==> src/rtl/swid_pkg.sv <==
// ----------------------------------------------------------------------------
// swid_pkg: shared types and constants of the indexed-delete stack
// Word formats, command and status codes, controller states and the
// command/status bundles between the controller and the datapath.
// ----------------------------------------------------------------------------
package swid_pkg;

    localparam int DEPTH  = 128;
    localparam int DATA_W = 32;
    localparam int ADDR_W = $clog2(DEPTH);
    localparam int CNT_W  = $clog2(DEPTH + 1);

    typedef enum logic [1:0] {
        CMD_PUSH   = 2'd0,
        CMD_POP    = 2'd1,
        CMD_PEEK   = 2'd2,
        CMD_DELETE = 2'd3
    } t_command;

    typedef enum logic [1:0] {
        ST_OK        = 2'd0,
        ST_FULL      = 2'd1,
        ST_EMPTY     = 2'd2,
        ST_BAD_INDEX = 2'd3
    } t_status;

    typedef struct packed {
        t_command           command;
        logic signed [31:0] push_value;
        logic [6:0]         position;
    } t_in_word;

    typedef struct packed {
        t_status            status;
        logic signed [31:0] top_value;
        logic [7:0]         entry_count;
    } t_out_word;

    typedef enum logic [2:0] {
        S_IDLE   = 3'd0,
        S_EXEC   = 3'd1,
        S_PEEK   = 3'd2,
        S_SHIFT  = 3'd3,
        S_RESULT = 3'd4
    } t_state;

    typedef struct packed {
        logic    load_item;
        logic    push_write;
        logic    cnt_inc;
        logic    cnt_dec;
        logic    shift_start;
        logic    shift_step;
        logic    set_status;
        t_status status;
        logic    top_load;
        logic    out_load;
    } t_dp_cmd;

    typedef struct packed {
        t_command command;
        logic     full;
        logic     empty;
        logic     bad_index;
        logic     del_top;
        logic     shift_last;
    } t_dp_stat;

endpackage

==> src/rtl/swid_ram.sv <==
// ----------------------------------------------------------------------------
// swid_ram: generic simple dual-port RAM
// One write port and one read port, read data registered.
// ----------------------------------------------------------------------------
module swid_ram #(
    parameter int WIDTH = 32,
    parameter int DEPTH = 128
) (
    input  logic                     i_clk,
    input  logic                     i_we,
    input  logic [$clog2(DEPTH)-1:0] i_waddr,
    input  logic [WIDTH-1:0]         i_wdata,
    input  logic [$clog2(DEPTH)-1:0] i_raddr,
    output logic [WIDTH-1:0]         o_rdata
);

    logic [WIDTH-1:0] r_mem [DEPTH];
    logic [WIDTH-1:0] r_rdata;

    always_ff @(posedge i_clk) begin
        if (i_we) begin
            r_mem[i_waddr] <= i_wdata;
        end
        r_rdata <= r_mem[i_raddr];
    end

    assign o_rdata = r_rdata;

endmodule

==> src/rtl/swid_dp.sv <==
// ----------------------------------------------------------------------------
// swid_dp: stack datapath
// Entry store, entry count, shift pointer and result register; decodes the
// conditions the controller branches on.
// ----------------------------------------------------------------------------
module swid_dp import swid_pkg::*; (
    input  logic      i_clk,
    input  logic      i_rst_n,
    input  t_in_word  i_in_word,
    input  t_dp_cmd   i_cmd,
    output t_dp_stat  o_stat,
    output t_out_word o_out_word
);

    t_in_word            r_item,   n_item;
    logic [CNT_W-1:0]    r_count,  n_count;
    logic [ADDR_W-1:0]   r_ptr,    n_ptr;
    t_status             r_status, n_status;
    logic signed [31:0]  r_top,    n_top;
    t_out_word           r_out,    n_out;

    logic [ADDR_W-1:0]   ram_raddr;
    logic [ADDR_W-1:0]   ram_waddr;
    logic [DATA_W-1:0]   ram_wdata;
    logic [DATA_W-1:0]   ram_rdata;
    logic                ram_we;
    logic [31:0]         pos_ext;
    logic [31:0]         cnt_ext;
    logic [31:0]         ptr_ext;

    assign pos_ext = 32'(r_item.position);
    assign cnt_ext = 32'(r_count);
    assign ptr_ext = 32'(r_ptr);

    assign o_stat.command    = r_item.command;
    assign o_stat.full       = (cnt_ext == 32'(DEPTH));
    assign o_stat.empty      = (r_count == '0);
    assign o_stat.bad_index  = (pos_ext >= cnt_ext);
    assign o_stat.del_top    = ((pos_ext + 32'd1) == cnt_ext);
    assign o_stat.shift_last = ((ptr_ext + 32'd2) == cnt_ext);

    always_comb begin
        if (i_cmd.shift_start) begin
            ram_raddr = ADDR_W'(pos_ext + 32'd1);
        end else if (i_cmd.shift_step) begin
            ram_raddr = ADDR_W'(ptr_ext + 32'd2);
        end else begin
            ram_raddr = ADDR_W'(cnt_ext - 32'd1);
        end
    end

    assign ram_we    = i_cmd.push_write | i_cmd.shift_step;
    assign ram_waddr = i_cmd.push_write ? ADDR_W'(cnt_ext) : r_ptr;
    assign ram_wdata = i_cmd.push_write ? DATA_W'(r_item.push_value) : ram_rdata;

    swid_ram #(
        .WIDTH (DATA_W),
        .DEPTH (DEPTH)
    ) u_ram (
        .i_clk   (i_clk),
        .i_we    (ram_we),
        .i_waddr (ram_waddr),
        .i_wdata (ram_wdata),
        .i_raddr (ram_raddr),
        .o_rdata (ram_rdata)
    );

    always_comb begin
        n_item   = r_item;
        n_count  = r_count;
        n_ptr    = r_ptr;
        n_status = r_status;
        n_top    = r_top;
        n_out    = r_out;
        if (i_cmd.load_item) begin
            n_item = i_in_word;
            n_top  = '0;
        end
        if (i_cmd.cnt_inc) begin
            n_count = CNT_W'(cnt_ext + 32'd1);
        end else if (i_cmd.cnt_dec) begin
            n_count = CNT_W'(cnt_ext - 32'd1);
        end
        if (i_cmd.shift_start) begin
            n_ptr = ADDR_W'(pos_ext);
        end else if (i_cmd.shift_step) begin
            n_ptr = ADDR_W'(ptr_ext + 32'd1);
        end
        if (i_cmd.set_status) begin
            n_status = i_cmd.status;
        end
        if (i_cmd.top_load) begin
            n_top = $signed(ram_rdata);
        end
        if (i_cmd.out_load) begin
            n_out.status      = r_status;
            n_out.top_value   = r_top;
            n_out.entry_count = cnt_ext[7:0];
        end
    end

    always_ff @(posedge i_clk) begin
        if (!i_rst_n) begin
            r_count <= '0;
        end else begin
            r_count <= n_count;
        end
        r_item   <= n_item;
        r_ptr    <= n_ptr;
        r_status <= n_status;
        r_top    <= n_top;
        r_out    <= n_out;
    end

    assign o_out_word = r_out;

endmodule

==> config.mk <==
export PLATFORM = sky130hd
export DESIGN_NAME = swid_dp
export DESIGN_NICKNAME = d
export VERILOG_FILES = /design/src/rtl/swid_pkg.sv /design/src/rtl/swid_ram.sv /design/src/rtl/swid_dp.sv
export SDC_FILE = /design/constraint.sdc
export NUM_CORES = 2
export LEC_CHECK = 0
export BUFFER_PORTS_ARGS = -buffer_cell sky130_fd_sc_hd__buf_2
export CELL_PAD_IN_SITES_DETAIL_PLACEMENT = 0
export CELL_PAD_IN_SITES_GLOBAL_PLACEMENT = 1
export CORE_MARGIN = 10
export CORE_UTILIZATION = 43
export DETAILED_ROUTE_END_ITERATION = 10
export GPL_ROUTABILITY_DRIVEN = 0
export GPL_TIMING_DRIVEN = 0
export PLACE_DENSITY = 0.75
export SYNTH_ARGS = -nofsm -noshare
export SYNTH_HDL_FRONTEND = slang
export SYNTH_SLANG_ARGS = --single-unit
==> constraint.sdc <==
create_clock -name i_clk -period 4.7 [get_ports i_clk]
set_input_delay 0.94 -clock i_clk [delete_from_list [all_inputs] [get_ports i_clk]]
set_output_delay 0.94 -clock i_clk [all_outputs]
set_load 0.05 [all_outputs]
==> impl_metrics.yaml <==
routing:
  drt_first_iter_violations: 12800
  dr.pass1.iters: 6
  drt-vias-per-instance: 6.01
  vias: 87800
  drc: 0
  avgRoutedWirePerCell_um: 32.1
  final_antenna_net_count: 0
  drt_wl_total_um: 469000
worst_setup_path:
  crit_path_end_kind: "flop"
  start_kind: "flop"
  reg2regPathDepth: 14
  rrSetupSlack_ps: -90
  setup.worst_path.class: "reg2reg"
  arrival_ps: 5590
  required_ps: 5500
  crit_fanout: 13
  worstReg2RegEnd: "u_ram.o_rdata[17]"
  r2r_start: "r_ptr[0]"
global_route:
  grt_antenna_before_repair: 21
  grt_max_degree: 129
  overflow: 0
  grt_pass1_vias: 86800
  grt_pass1_wl_um: 658000
  grtUsageTotal_pct: 22.4
status:
  failed_checks: "max-capacitance violations, negative setup slack"
  status: "finished with violations"
place:
  placed_cells: 13800
  dp_slack_ps: -2370
  port_buffers: 102
  dp_hpwl_um: 319000
yosys:
  synth_edf_count: 4220
  ys_warn_count: 0
  yosysSeqAreaShare_pct: 78.0
  ys_ff_latch: 4260
  ys_top_cells_by_count: "4220 x edfxtp_1, 935 x nand2_1, 731 x mux4_2"
  synth_top_cell_by_area: "edfxtp_1"
  synth_top_area_share_pct: 77.5
  synth_top_flop_cell: "edfxtp_1"
  synthArstFlopShare_pct: 0
  synth_cell_type_count: 66
  syn_area_um2: 164000
  synthCells: 8534
  ys_top_cells_by_area: "edfxtp_1 77%, mux4_2 10%, nand2_1 2.1%"
  yosysMostFrequentCell: "edfxtp_1"
  syn_area_per_cell_um2: 19.2
  synth_nets: 8600
final_layout:
  num-nets-final: 9278
  fin_cells: 14600
  utilization_pct: 50.4
  syn_to_final_growth_pct: 16.7
  layout-drive-gt1-share_pct: 24.4
clocking:
  clockRootBuffer: "clkbuf_16"
  worstSkewPairLatency_ps: 1000
  cts_made_buffers: 415
  cts_tree: "yes"
  htreeDepth: 5
  clk_pin_slew_ps: 70
  hold_buffers: 0
  cts.sinks: 4260
  cts_max_path_buffers: 4
floorplanning:
  die-area_um2: 405000
  initial_core_util_pct: 43.2
  rows: 226
  dieWidth_um: 637
  die_y_um: 637
  pin_count: 103
  coreArea_um2: 379000
sta:
  hold_slack_ps: 114
  skew_ps: 98.0
  report.final.slew_viol_count: 0
  final.setup.tns_ps: -234
  slew_headroom_pct: 0.710
  setup_viol: 3
  worst_slew_pin_slew_ps: 1470
  post-route-period-util_pct: 102
  finalCriticalPeriod_ps: 4790
  max_freq_mhz: 209
  setup_slack_ps: -85.8
  hold_viol: 0
hold_path:
  hold_end: "o_stat[6]"
  hold-path-cell-count: 1
  hold_path_class: "in2reg"
  hp-start: "i_in_word[40]"
power_and_ir_drop:
  power_leakage_nw: 60.7
  power_density_nw_per_um2: 504
  vdd_ir_drop_max_mv: 0.445
run:
  drv_cap: 1
[cell usage in the layout (no fill, tap or decap), types with 20 or more instances in the layout]
master,n
buf_1,24
nand3_2,21
nor2_1,78
buf_2,286
mux4_2,731
buf_12,88
diode_2,25
nor4_2,24
edfxtp_1,4220
nor3_1,102
clkinv_1,84
clkbuf_1,209
a211oi_2,22
o21ai_0,88
bufinv_16,60
a31o_1,30
a21oi_1,202
xnor2_1,23
nand4_1,37
buf_6,25
clkbuf_2,34
nand2_1,915
o221ai_2,20
a32o_1,62
a31oi_4,23
buf_4,97
and3_1,70
clkbuf_16,419
mux2_8,20
o22ai_1,122
dfxtp_1,39
nor2_4,131
clkinv_2,89
a31oi_1,72
nand3_1,374
a22oi_1,65
mux2i_1,212
a211oi_1,47
and2_1,39
buf_16,67
[area by class of cell]
cell class	count	area, µm²
fill	29900	188000
sequential	4260	128000
multi-input combinational	3745	36000
clock buffer	492	10800
tap	5016	6280
timing repair buffer	261	4140
clock inverter	278	3170
buffer	518	2820
antenna	25	62.6
inverter	11	41.3
[worst max path at each step]
| stage | from | end | slack [ps] | cells past startpoint |
|---|---|---|---|---|
| 4_1_cts | r_count[0] | u_ram.o_rdata[15] | -80 | 14 |
| 3_3_place_gp | r_count[0] | u_ram.o_rdata[23] | -2970 | 13 |
| 2_1_floorplan | i_cmd[9] | u_ram.r_mem[88][0] | 920 | 6 |
| 5_1_grt | r_count[0] | u_ram.o_rdata[7] | -4 | 13 |
| 3_5_place_dp | r_count[0] | u_ram.o_rdata[23] | -2370 | 13 |
| 6_report | r_ptr[0] | u_ram.o_rdata[17] | -90 | 14 |
[registers in the layout, indices dropped and copies added, names as in the netlist]
name	cells
r_count	8
r_status	2
r_item	32
o_out_word	42
u_ram.r_mem	4096
o_stat	2
pos_ext	7
r_top	32
r_ptr	7
u_ram.o_rdata	32
[cells by family (layout without fill, tap and decap cells)]
logic type / after synthesis / count (layout) / share of synthesized area, %
multiplexers: 983 / 983 / 11.6
AO/OA/AOI/OAI: 861 / 861 / 3.50
flip-flops: 4260 / 4260 / 78.0
AND/OR/NAND/NOR: 1856 / 1856 / 4.99
buffers and inverters: 529 / 1560 / 1.63
other: 0 / 25 / 0
XOR/XNOR: 33 / 33 / 0.177
adder cells (fa/ha/maj): 12 / 12 / 0.0918
[power by group]
part,leakage (nW),switching [W],total (W),internal (W)
clock,6.85,0.0145,0.0343,0.0198
combinational,15.4,0.0118,0.0160,0.00421
sequential,38.5,0.000327,0.0458,0.0455
[worst max-delay path: stages, from the launching register on]
cell      delay (ps)
edfxtp_1         400
clkbuf_1         240
nand2_1          130
o21ai_2           80
o21ai_2          400
buf_6            320
buf_6            370
buf_2            660
buf_2            410
buf_2            350
a21oi_1           90
nor3_1           280
o21ai_0          170
nand3_1          350
nand3_2          290
[repair_timing]
| item | CTS | global route |
|---|---|---|
| gates resized for setup | 269 | 68 |
| pin swaps | 3 | 3 |
| endpoints found under the setup margin | 33 | 31 |
| setup buffers | 2 | 0 |
[stage by stage]
step	area, µm²	power, W
after floorplan	164000	0.0541
after CTS	191000	0.0961
after global placement	170000	0.0610
after global routing	191000	0.0984
after detailed placement	175000	0.0619
final	191000	0.0961
[routing by layer]
layer | track usage (%) | vias to the layer above | share of wire [%]
li1 | - | 36000 | -
met4 | 12.8 | 6 | 6.7
met3 | 5.18 | 920 | 9.9
met5 | 0 | - | 0.0072
met2 | 35.0 | 4907 | 47
met1 | 29.0 | 46000 | 37
(Power assumes the default switching activity.)
