File: src/rtl/swid_pkg.sv
// ----------------------------------------------------------------------------
// swid_pkg: shared types and constants of the indexed-delete stack
// Word formats, command and status codes, controller states and the
// command/status bundles between the controller and the datapath.
// ----------------------------------------------------------------------------
package swid_pkg;

    localparam int DEPTH  = 128;
    localparam int DATA_W = 32;
    localparam int ADDR_W = $clog2(DEPTH);
    localparam int CNT_W  = $clog2(DEPTH + 1);

    typedef enum logic [1:0] {
        CMD_PUSH   = 2'd0,
        CMD_POP    = 2'd1,
        CMD_PEEK   = 2'd2,
        CMD_DELETE = 2'd3
    } t_command;

    typedef enum logic [1:0] {
        ST_OK        = 2'd0,
        ST_FULL      = 2'd1,
        ST_EMPTY     = 2'd2,
        ST_BAD_INDEX = 2'd3
    } t_status;

    typedef struct packed {
        t_command           command;
        logic signed [31:0] push_value;
        logic [6:0]         position;
    } t_in_word;

    typedef struct packed {
        t_status            status;
        logic signed [31:0] top_value;
        logic [7:0]         entry_count;
    } t_out_word;

    typedef enum logic [2:0] {
        S_IDLE   = 3'd0,
        S_EXEC   = 3'd1,
        S_PEEK   = 3'd2,
        S_SHIFT  = 3'd3,
        S_RESULT = 3'd4
    } t_state;

    typedef struct packed {
        logic    load_item;
        logic    push_write;
        logic    cnt_inc;
        logic    cnt_dec;
        logic    shift_start;
        logic    shift_step;
        logic    set_status;
        t_status status;
        logic    top_load;
        logic    out_load;
    } t_dp_cmd;

    typedef struct packed {
        t_command command;
        logic     full;
        logic     empty;
        logic     bad_index;
        logic     del_top;
        logic     shift_last;
    } t_dp_stat;

endpackage

File: src/rtl/swid_ctrl.sv
// ----------------------------------------------------------------------------
// swid_ctrl: stack controller
// Sequences one command at a time: execute, optional read wait or shift
// loop, then hand the result to the output register.
// ----------------------------------------------------------------------------
module swid_ctrl import swid_pkg::*; (
    input  logic     i_clk,
    input  logic     i_rst_n,
    input  logic     i_in_valid,
    input  logic     i_out_stall,
    input  t_dp_stat i_stat,
    output logic     o_in_stall,
    output logic     o_out_valid,
    output t_dp_cmd  o_cmd
);

    t_state r_state, n_state;
    logic   r_out_valid, n_out_valid;

    always_ff @(posedge i_clk) begin
        if (!i_rst_n) begin
            r_state     <= S_IDLE;
            r_out_valid <= 1'b0;
        end else begin
            r_state     <= n_state;
            r_out_valid <= n_out_valid;
        end
    end

    always_comb begin
        n_state    = r_state;
        o_cmd      = '0;
        o_cmd.status = ST_OK;
        unique case (r_state)
            S_IDLE: begin
                if (i_in_valid) begin
                    o_cmd.load_item = 1'b1;
                    n_state         = S_EXEC;
                end
            end
            S_EXEC: begin
                o_cmd.set_status = 1'b1;
                n_state          = S_RESULT;
                unique case (i_stat.command)
                    CMD_PUSH: begin
                        if (i_stat.full) begin
                            o_cmd.status = ST_FULL;
                        end else begin
                            o_cmd.push_write = 1'b1;
                            o_cmd.cnt_inc    = 1'b1;
                        end
                    end
                    CMD_POP: begin
                        if (i_stat.empty) begin
                            o_cmd.status = ST_EMPTY;
                        end else begin
                            o_cmd.cnt_dec = 1'b1;
                        end
                    end
                    CMD_PEEK: begin
                        if (i_stat.empty) begin
                            o_cmd.status = ST_EMPTY;
                        end else begin
                            n_state = S_PEEK;
                        end
                    end
                    CMD_DELETE: begin
                        if (i_stat.bad_index) begin
                            o_cmd.status = ST_BAD_INDEX;
                        end else if (i_stat.del_top) begin
                            o_cmd.cnt_dec = 1'b1;
                        end else begin
                            o_cmd.shift_start = 1'b1;
                            n_state           = S_SHIFT;
                        end
                    end
                    default: begin
                        n_state = S_RESULT;
                    end
                endcase
            end
            S_PEEK: begin
                o_cmd.top_load = 1'b1;
                n_state        = S_RESULT;
            end
            S_SHIFT: begin
                o_cmd.shift_step = 1'b1;
                if (i_stat.shift_last) begin
                    o_cmd.cnt_dec = 1'b1;
                    n_state       = S_RESULT;
                end
            end
            S_RESULT: begin
                if (!r_out_valid || !i_out_stall) begin
                    o_cmd.out_load = 1'b1;
                    n_state        = S_IDLE;
                end
            end
            default: begin
                n_state = S_IDLE;
            end
        endcase
    end

    always_comb begin
        if (o_cmd.out_load) begin
            n_out_valid = 1'b1;
        end else if (r_out_valid && !i_out_stall) begin
            n_out_valid = 1'b0;
        end else begin
            n_out_valid = r_out_valid;
        end
    end

    assign o_in_stall  = (r_state != S_IDLE);
    assign o_out_valid = r_out_valid;

endmodule

File: config.mk
export PLATFORM = sky130hd
export DESIGN_NAME = swid_ctrl
export DESIGN_NICKNAME = d
export VERILOG_FILES = /design/src/rtl/swid_pkg.sv /design/src/rtl/swid_ctrl.sv
export SDC_FILE = /design/constraint.sdc
export NUM_CORES = 1
export LEC_CHECK = 0
export CAP_MARGIN = 20
export CORE_AREA = 3 3 40 42
export CTS_BUF_LIST = sky130_fd_sc_hd__clkbuf_4 sky130_fd_sc_hd__clkbuf_8
export CTS_CLUSTER_SIZE = 40
export DETAILED_ROUTE_END_ITERATION = 12
export DIE_AREA = 0 0 43 45
export DONT_BUFFER_PORTS = 1
export SLEW_MARGIN = 40
export SYNTH_ARGS = -nofsm -noshare
export SYNTH_HDL_FRONTEND = slang
export SYNTH_SLANG_ARGS = --single-unit
File: constraint.sdc
create_clock -name i_clk -period 1.88 [get_ports i_clk]
set_input_delay 0 -clock i_clk [delete_from_list [all_inputs] [get_ports i_clk]]
set_output_delay 0 -clock i_clk [all_outputs]
set_load 0.01 [all_outputs]
==> results.sh, run 1 <==
export IMPL_dpl_hpwl_um=859
export IMPL_drive_above_1_share_pct=7.14
export IMPL_synth_top_area_share_pct=17.1
export IMPL_fin_crit_sh_pct=83.5
export IMPL_grt_pass1_vias=463
export IMPL_worst_setup_path_end_kind="primary output"
export IMPL_fin_cells=85
export IMPL_drc=0
export IMPL_pwr_share_comb_pct=40.6
export IMPL_fill_cells=146
export IMPL_seqPwrFrac_pct=33.9
export IMPL_dieArea_um2=1940
export IMPL_synthCells=69
export IMPL_die_w_um=43
export IMPL_num_vias=470
export IMPL_multiInputGateArea_um2=377
export IMPL_fin_skew_ns=0.00238
export IMPL_final_util_pct=43.4
export IMPL_hold_worst_slack_ns=0.0279
export IMPL_outcome="completed"
export IMPL_post_cts_buffers=0
export IMPL_max_freq_mhz=637
export IMPL_drt_wirelength_per_cell_um=12.8
export IMPL_die_h_um=45
export IMPL_grt_max_degree=14
export IMPL_io_buffer_count=0
export IMPL_maxSlewViolCount=0
export IMPL_setup_ws_ns=0.309
export IMPL_layout_nets=90
export IMPL_clock_path_buffers=2
export IMPL_layout_common_cells="7 x ha_1, 6 x inv_1, 5 x nor2_1, 5 x nand2_1, 4 x dfxtp_1"
export IMPL_clockRootBuffer="clkbuf_4"
export IMPL_cts_tree="yes"
export IMPL_synth_edf_count=0
export IMPL_floorplan_initialDensity_pct=39.8
export IMPL_clock_sinks=4
export IMPL_first_pass_iters=4
export IMPL_register_area_um2=80.1
export IMPL_cap_violations=0
export IMPL_power_density_nw_per_um2=718
export IMPL_hold_violations=0
export IMPL_intPower_uw=243
export IMPL_grt_pass1_wl_um=1810
export IMPL_ys_seq_area_share_pct=15.6
export IMPL_clkLatencyLatePin_ns=0.23
export IMPL_coreArea_um2=1280
export IMPL_tightest_slew_ns=0.402
export IMPL_post_synth_top_area_cell="ha_1"
export IMPL_syn_area_um2=512
export IMPL_grt_use_total_pct=12.3
export IMPL_synth_seq_cells=4
export IMPL_path_class="register to primary output"
export IMPL_min_path_type="input pin to register"
export IMPL_antenna_found_initial=0
export IMPL_slew_headroom_pct=73.1
export IMPL_ioPinCount=24
export IMPL_avgViaCountPerCell=5.53
export IMPL_startpoint_type="register"
export IMPL_rsz0062_at_grt="false"
export IMPL_cts_resized=0
export IMPL_clkTransAtPathRegs_ns=0.04
export IMPL_insertedDiodeCount=0
export IMPL_wirelength_um=1080
export IMPL_async_reset_ff_share_pct=0
export IMPL_synth_area_leaders="ha_1 17%, dfxtp_1 16%, a211o_1 5.1%, inv_1 4.4%, a31oi_1 3.7%"
export IMPL_tns_ns=0
export IMPL_arrival_ns=1.57
export IMPL_grt_remaining_overflow=0
export IMPL_cts_hold_buf=3
export IMPL_setup_viol=0
export IMPL_pwr_share_clk_pct=25.5
export IMPL_place_congestion=0.760
export IMPL_p_sw_uw=158
export IMPL_place_inst=79
export IMPL_area_delta_synth_final_pct=9.05
export IMPL_p_sw_share_pct=39.4
export IMPL_synth_flop_cell="dfxtp_1"
export IMPL_peakVddDrop_v=0.000182
export IMPL_synth_area_per_cell_um2=7.42
export IMPL_synth_nets=87
export IMPL_drt_iter0_drc=20
export IMPL_ant_nets=0
export IMPL_cts_buffers=3
export IMPL_cp_max_fo=11
export IMPL_layout_commonest_cell="ha_1"
export IMPL_yosys_cell_types_count=32
export IMPL_num_rows=13
export IMPL_ys_warn_count=0
export IMPL_fin_crit_ns=1.57
export IMPL_dp_slack_ns=0.425
export IMPL_cp_required_ns=1.88
export IMPL_power_leakage_uw=0.000253
export IMPL_h_tree_depth=1
## power by group through the flow
stage	sequential (uW)	clock (uW)	combinational, uW
after floorplan	110	0	171
after global placement	136	0	156
after detailed placement	137	0	156
after CTS	136	107	164
after global routing	142	111	186
final	136	102	163
## synth_stat cells (2+ instances only)
cell type and number:
a21boi_0 2, nand3b_1 2, nor2_1 5, a31oi_1 3, buf_4 2, nor2b_1 2, buf_2 2, nand2b_1 2
or3b_1 2, clkbuf_1 2, ha_1 7, a21oi_1 3, dfxtp_1 4, inv_1 6, nor3b_1 2, a211o_1 3
nand2_1 5
## worst paths after layout
path / start / end / slack, ns / depth (start not counted)
max: r_state[0] / o_cmd[9] / 0.31 / 3
min: i_stat[0] / r_state[2] / 0.03 / 2
max reg2reg: r_state[1] / o_out_valid / 0.39 / 4
min reg2reg: r_state[2] / r_state[2] / 0.62 / 2
## through the flow
step / total power [uW] / cell area [um2]
6_report: 401 / 558
4_1_cts: 406 / 558
2_1_floorplan: 281 / 512
3_5_place_dp: 294 / 505
3_3_place_gp: 292 / 505
5_1_grt: 439 / 558
## cells by family after synthesis
logic type                 after synthesis  synth area share [%]
AOI/OAI and AO/OA                       18                  25.7
and+or+nand+nor                         28                  30.8
buffers and inverters                   12                  10.8
DFF                                      4                  15.6
adders and majority gates                7                  17.1
## critical path, cell delays in order (launching register included)
cell and delay [ns]:
dfxtp_1 0.47, or3b_1 0.48, nor3b_1 0.21, buf_4 0.17
## final cells by class
class,count,share of cell area (%)
timing repair buffer,4,6.73
inverter,6,4.04
multi-input combinational,53,67.5
tap,15,3.36
sequential,4,14.3
clock buffer,3,4.04
## metal layers
layer | share of wire (%) | up-vias | routed length, um | track usage (%)
met2 | 48 | 21 | 521 | 19.5
met4 | 0 | 0 | 0 | 8.43
met1 | 42 | 204 | 452 | 14.9
li1 | - | 245 | - | -
met5 | 0 | - | 0 | 0
met3 | 10 | 0 | 110 | 2.79
## flip-flops by register name, summed over array words and instances, names as in the netlist
name         cells
o_out_valid      1
r_state          3
Note: power is estimated with default switching activity, not from simulation.
==> run 2, diff against run 1 <==
- clock period: 1.88 -> 1.4 ns (I/O delays scaled with it)
==> run 2 against run 1 <==
Net effect: die area unchanged; critical endpoint is now o_cmd[10]; sequential share of layout area down 0.96 points; register-to-register slack worse by 0.30 ns; hold slack worse by 0.0092 ns.
==> results.sh, run 2 (same netlist as run 1, synthesis figures left out) <==
export IMPL_setup_ws_ns=0.0680
export IMPL_first_pass_iters=2
export IMPL_setup_viol=0
export IMPL_holdPathEnd="r_state[2]"
export IMPL_cts_tree="yes"
export IMPL_reg2reg_slack_ns=0.09
export IMPL_drc=0
export IMPL_num_rows=13
export IMPL_avgViaCountPerCell=5.48
export IMPL_slew_headroom_pct=72.4
export IMPL_h_tree_depth=1
export IMPL_clock_path_buffers=2
export IMPL_grt_pass1_vias=491
export IMPL_area_delta_synth_final_pct=16.9
export IMPL_hold_violations=0
export IMPL_die_h_um=45
export IMPL_top_register="r_state"
export IMPL_clkLatencyLatePin_ns=0.24
export IMPL_post_cts_buffers=0
export IMPL_clockRootBuffer="clkbuf_4"
export IMPL_largest_reg_flops=3
export IMPL_fin_crit_sh_pct=95.1
export IMPL_fin_skew_ns=0.0114
export IMPL_io_buffer_count=0
export IMPL_wirelength_um=1140
export IMPL_layout_common_cells="7 x ha_1, 6 x inv_1, 6 x buf_4"
export IMPL_path_class="register to primary output"
export IMPL_cap_violations=0
export IMPL_clock_sinks=4
export IMPL_drt_iter0_drc=3
export IMPL_worst_setup_path_end_kind="primary output"
export IMPL_grt_use_total_pct=12.8
export IMPL_layout_nets=94
export IMPL_fin_crit_ns=1.33
export IMPL_clkTransAtPathRegs_ns=0.04
export IMPL_max_freq_mhz=751
export IMPL_cp_required_ns=1.40
export IMPL_min_path_type="input pin to register"
export IMPL_maxSlewViolCount=0
export IMPL_power_uw=598
export IMPL_arrival_ns=1.33
export IMPL_fin_cells=89
export IMPL_die_w_um=43
export IMPL_ant_nets=0
export IMPL_power_leakage_uw=0.000276
export IMPL_dpl_hpwl_um=945
export IMPL_layout_commonest_cell="ha_1"
export IMPL_insertedDiodeCount=0
export IMPL_place_inst=84
export IMPL_place_congestion=0.749
export IMPL_drive_above_1_share_pct=17.6
export IMPL_num_vias=488
export IMPL_ioPinCount=24
export IMPL_coreArea_um2=1280
export IMPL_dp_slack_ns=0.108
export IMPL_floorplan_initialDensity_pct=39.8
export IMPL_reg2reg_from="r_state[0]"
export IMPL_r2r_cells=4
export IMPL_grt_pass1_wl_um=1940
export IMPL_startpoint_type="register"
export IMPL_drt_wirelength_per_cell_um=12.8
export IMPL_grt_max_degree=12
export IMPL_fin_area_um2=598
export IMPL_r2r_end="r_state[0]"
export IMPL_hp_start="i_stat[0]"
export IMPL_cts_buffers=3
export IMPL_placed_cell_area_um2=543
export IMPL_tightest_slew_ns=0.414
export IMPL_rsz0062_at_grt="false"
export IMPL_outcome="completed"
export IMPL_min_path_cells=2
export IMPL_power_density_nw_per_um2=999
export IMPL_cp_max_fo=4
export IMPL_tns_ns=0
export IMPL_dieArea_um2=1940
export IMPL_grt_remaining_overflow=0
export IMPL_antenna_found_initial=0
export IMPL_peakVddDrop_v=0.000534
## run 2: changes by cell type in the layout (fill, tap and decap cells not counted)
cell           before  now
or3b_4              0    1
buf_4               1    6
nor3b_2             0    1
nor3_2              0    1
dlygate4sd3_1       3    2
or3b_1              2    1
nor3_1              1    0
nor3b_1             2    1
## run 2: final cells by class
cell class	count	area, um2
Tap cell	15	18.8
Fill cell	146	687
Clock buffer	3	22.5
Inverter	6	22.5
Sequential cell	4	80.1
Multi-Input combinational cell	53	389
Timing Repair Buffer	8	65.1
## run 2: what timing repair did
item                       4_1_cts  5_1_grt
pin swaps                        0        0
hold endpoints to repair         4        0
hold buffers                     2        0
resized for setup                1        2
setup endpoints to repair        2        3
## run 2: worst max-delay path by stage
stage,startpoint,slack [ns],cells past startpoint,endpoint
2_1_floorplan,r_state[2],0.03,4,o_cmd[9]
3_3_place_gp,r_state[0],0.09,4,r_state[0]
3_5_place_dp,r_state[0],0.11,4,r_state[0]
4_1_cts,r_state[0],0.03,3,o_cmd[8]
5_1_grt,r_state[1],0.02,4,o_cmd[0]
6_report,r_state[0],0.07,3,o_cmd[10]
## run 2: power breakdown
part           switching (uW)  internal, uW  total (uW)
logic                     169           135         304
clock network            47.6          95.9         144
registers                15.5           135         150
total                     232           365         598
## run 2: per-stage QoR
step	hold WS [ns]	utilization [%]
finish	0.0187	46.5
global placement	0.0914	42.3
detailed placement	0.0919	42.3
CTS	0.0147	45.8
global route	0.0664	46.5
floorplan	0.0578	-
## run 2: layer usage
metal / wire [um] / GRT usage, %
met1: 509 / 14.2
met2: 522 / 22.5
met3: 106 / 5.58
met4: 0 / 3.61
met5: 0 / 0
## run 2: worst max-delay path, stage by stage, from the launching register on
cell and delay, ns:
dfxtp_1 0.31, buf_4 0.14, or3_1 0.43, nor2_1 0.21
